===== src/rtl/tepm_pkg.sv =====
package tepm_pkg;

  localparam int NUM_PATTERNS_DEF = 8;
  localparam int MAX_STEPS_DEF    = 8;
  localparam int TIME_BITS_DEF    = 32;

  // input item modes
  localparam logic [2:0] MODE_UPDATE = 3'd0;
  localparam logic [2:0] MODE_STEP   = 3'd1;
  localparam logic [2:0] MODE_HEADER = 3'd2;
  localparam logic [2:0] MODE_ARM    = 3'd3;
  localparam logic [2:0] MODE_RESTART = 3'd4;
  localparam logic [2:0] MODE_QUERY  = 3'd5;

  // configuration register indexes
  localparam logic [0:0] CFG_IN_USE = 1'b0;
  localparam logic [0:0] CFG_PAUSED = 1'b1;

  // progress codes
  localparam logic [2:0] ST_INACTIVE = 3'd0;
  localparam logic [2:0] ST_ACTIVE   = 3'd1;
  localparam logic [2:0] ST_PENDING  = 3'd2;
  localparam logic [2:0] ST_JUST     = 3'd3;
  localparam logic [2:0] ST_MATCHED  = 3'd4;

  // commands from controller to datapath
  typedef struct packed {
    logic start;   // latch item, clear result flags
    logic slot_go; // process the current slot (step row read is valid)
    logic finish;  // compute summary into output register; commit step and header writes
  } tepm_cmd_t;

endpackage


===== src/rtl/tepm_ctrl.sv =====
module tepm_ctrl
  import tepm_pkg::*;
#(
  parameter int SLOT_BITS = 3
) (
  input  logic                 clk,
  input  logic                 rst_n,
  input  logic                 in_tvalid,
  output logic                 in_tready,
  input  logic                 out_taken,
  input  logic [SLOT_BITS:0]   slot_limit,
  input  logic                 slot_hold,
  output logic [SLOT_BITS:0]   slot_idx,
  output tepm_cmd_t            cmd,
  output logic                 out_valid
);

  typedef enum logic [1:0] {S_IDLE, S_READ, S_SLOT, S_DONE} state_t;

  state_t               state_r, state_nxt;
  logic [SLOT_BITS:0]   idx_r, idx_nxt;
  logic                 ov_r, ov_nxt;

  // a new item may enter once the controller is idle and the previous result has gone
  assign in_tready = (state_r == S_IDLE) && !ov_r;
  assign slot_idx  = idx_r;
  assign out_valid = ov_r;

  always_comb begin
    state_nxt = state_r;
    idx_nxt   = idx_r;
    ov_nxt    = ov_r && !out_taken;
    cmd       = '0;
    case (state_r)
      S_IDLE: begin
        if (in_tvalid && in_tready) begin
          cmd.start = 1'b1;
          idx_nxt   = '0;
          state_nxt = S_READ;
        end
      end
      // row read for slot idx is registered here
      S_READ: begin
        if (idx_r >= slot_limit) state_nxt = S_DONE;
        else state_nxt = S_SLOT;
      end
      // stay on the same slot while the datapath asks for another row
      S_SLOT: begin
        cmd.slot_go = 1'b1;
        if (!slot_hold) idx_nxt = idx_r + 1'b1;
        state_nxt   = S_READ;
      end
      S_DONE: begin
        cmd.finish = 1'b1;
        ov_nxt     = 1'b1;
        state_nxt  = S_IDLE;
      end
      default: state_nxt = S_IDLE;
    endcase
  end

  always_ff @(posedge clk) begin
    if (!rst_n) begin
      state_r <= S_IDLE;
      idx_r   <= '0;
      ov_r    <= 1'b0;
    end else begin
      state_r <= state_nxt;
      idx_r   <= idx_nxt;
      ov_r    <= ov_nxt;
    end
  end

endmodule


===== config.mk =====
export PLATFORM = sky130hd
export DESIGN_NAME = tepm_ctrl
export DESIGN_NICKNAME = d
export VERILOG_FILES = /design/src/rtl/tepm_pkg.sv /design/src/rtl/tepm_ctrl.sv
export SDC_FILE = /design/constraint.sdc
export NUM_CORES = 1
export LEC_CHECK = 0
export ABC_CLOCK_PERIOD_IN_PS = 2000
export BUFFER_PORTS_ARGS = -buffer_cell sky130_fd_sc_hd__buf_2
export CAP_MARGIN = 15
export CORE_AREA = 5 5 42 44
export CTS_CLUSTER_DIAMETER = 60
export DETAILED_ROUTE_END_ITERATION = 8
export DIE_AREA = 0 0 47 49
export HOLD_SLACK_MARGIN = 0.15
export MAX_ROUTING_LAYER = met4
export PLACE_DENSITY_LB_ADDON = 0.08
export SYNTH_ARGS = -nofsm -noshare
export SYNTH_HDL_FRONTEND = slang
export SYNTH_SLANG_ARGS = --single-unit

===== constraint.sdc =====
create_clock -name clk -period 2 [get_ports clk]
set_input_delay 0.2 -clock clk [delete_from_list [all_inputs] [get_ports clk]]
set_output_delay 0.2 -clock clk [all_outputs]
set_load 0.05 [all_outputs]

==> flow_summary.toml <==
[run_status]
status = "finished, final reports clean"

[grt]
grt_pass1_wl_um = 1370
grt_usage_pct = 8.54
grt_max_degree = 10
grt_overflow = 0
grt_pass1_vias = 312
antenna_found_initial = 0

[routing]
drcViolationCount = 0
drt-pass1-iter-count = 4
postRouteAntennaNets = 0
wl_per_cell_um = 10.5
viasPerCell = 4.73
routed_wl_um = 891
vias = 402
first_iter_violations = 7

[synth]
syn_area_per_cell_um2 = 8.89
synth_flop_cell = "dfxtp_1"
async_flop_share_pct = 0
synth_top_area_cell = "dfxtp_1"
ys_top_cells_by_area = "dfxtp_1 33%, ha_1 15%, nor2b_1 7.3%, nor4b_4 5.6%, o21ai_0 4.7%"
yosys.area.top_type_share_pct = 32.8
synthesis.nets = 62
synth_warnings = 0
synth_edf_count = 0
yosys-top-cells-count = "7 x dfxtp_1, 5 x ha_1, 5 x inv_1, 5 x nor2b_1, 4 x o21ai_0"
yosysMostFrequentCell = "dfxtp_1"
ys_ff_latch = 7
ys_seq_area_share_pct = 32.8
synthCells = 48
synth_area_um2 = 427
ys_types = 22

[worst_setup_path]
arrival_ps = 1390
slowest_delay_ps = 410
critical_path_class = "reg2out"
cp.required_ps = 1800
critPathTopFamily = "flip-flops"
crit_chain = "nor4b_4 -> buf_2"
cp_num_buf_inv = 1
crit_fanout = 9
startpoint_type = "flop"
critPathSlowestCell = "dfxtp_1"
cp-end-kind = "output pin"

[sta]
slew_headroom_pct = 76.6
rsz0062_at_grt = "no"
finalHoldViolations = 0
tightest_slew_ps = 350
clock_skew_ps = 4.47
finalMaxSlewViolations = 0
setup_viol = 0
finalCritPeriodShare_pct = 79.3
fmax_mhz = 631
whs_ps = 232
setup_tns_ps = 0
period_minus_slack_ps = 1590

[cts]
clock_latency_ps = 260
root_buffer = "clkbuf_4"
htreeDepth = 1
ctsHoldBuffers = 0
clk_pin_slew_ps = 60
cts_resized = 0
cts_buffers = 3
cts.sinks = 7
cts.path.max_buffers = 2
cts_setup_buffers = 0
cts_tree = "done"

[place]
gp_congestion = 0.652
post-dp-hpwl_um = 725
dp.cells = 81
io_buffers = 17

[die]
dieArea_um2 = 2300
die_h_um = 49
core_area_um2 = 1400
dieWidth_um = 47
start_util_pct = 30.4
num_rows = 14
io-pin-count = 18

[worst_hold_path]
holdCritPathClass = "in2reg"

[finish]
syn_to_final_growth_pct = 30.8
fin_cells = 85
fin_nets = 84
fillers = 163
multi_input_area_um2 = 268
antenna_cells = 0
register_area_um2 = 140
drive_above_1_share_pct = 33.3

[power]
powerDensity_nw_per_um2 = 675
p_leak_nw = 0.276
vdd_drop_max_mv = 0.283

[flow_run]
drv_cap = 0
-- placed cells by master (no fill, tap or decap), drive strengths merged --
cell	instances
nor2b	5
xor2	1
o21ai	4
nand2	1
a21boi	1
dfxtp	7
o21a	1
nand2b	1
a21oi	3
nor4b	1
a22oi	1
o311ai	1
nor2	4
and2	1
nor3	2
nor3b	2
clkbuf	4
inv	5
buf	17
nand3	1
ha	5
or3	1
-- state kept, by name (all words and copies together) (netlist names) --
name       cells
out_valid      1
slot_idx       4
state_r        2
-- cell families after synthesis --
| kind of cell | count (synthesis) | synth area share [%] |
|---|---|---|
| AOI/OAI and AO/OA | 11 | 15.5 |
| xor gates and xnor gates | 1 | 2.05 |
| adders and majority gates | 5 | 14.7 |
| buffers and inverters | 5 | 4.40 |
| DFF | 7 | 32.8 |
| and+or+nand+nor | 19 | 30.5 |
-- cell type report --
class,instances,area share (%)
multi-input combinational,36,48.0
sequential,7,25.1
timing repair buffer,17,15.2
clock buffer,4,4.71
tap,16,3.59
inverter,5,3.36
-- per-layer routing --
| layer | global-route usage (%) | vias up | wire [um] |
|---|---|---|---|
| met5 | - | - | 0 |
| met2 | 11.5 | 10 | 420 |
| met4 | 1.38 | 0 | 0 |
| met3 | 5.54 | 0 | 74 |
| li1 | - | 211 | - |
| met1 | 10.8 | 181 | 396 |
-- path summary, 6_finish.rpt --
path         cells past startpoint        start     endpoint  slack, ps
max                              2   state_r[0]       cmd[2]        410
min                              3        rst_n   state_r[1]        230
max reg2reg                      4   state_r[0]  slot_idx[3]        560
min reg2reg                      2  slot_idx[3]  slot_idx[3]        520
-- metrics by stage --
| stage | cell area [um2] | utilization, % | total power, mW | worst slack, ps |
|---|---|---|---|---|
| 3_3_place_gp | 532 | 37.9 | 0.248 | 596 |
| 3_5_place_dp | 532 | 37.9 | 0.248 | 550 |
| 4_1_cts | 558 | 39.8 | 0.384 | 393 |
| 5_1_grt | 558 | 39.8 | 0.398 | 339 |
| 6_report | 558 | 39.8 | 0.376 | 414 |
| 2_1_floorplan | 427 | - | 0.224 | 79.8 |
-- power breakdown --
part,switching [mW],internal [mW],leakage (nW)
logic,0.0567,0.0313,0.205
clock network,0.0554,0.0763,0.0150
registers,0.0117,0.145,0.0568
-- tightest hold or removal path, stage by stage --
cell	delay, ps
buf_2	140
nand2_1	70
nor2_1	30
Power figures use the tool's default switching activity.
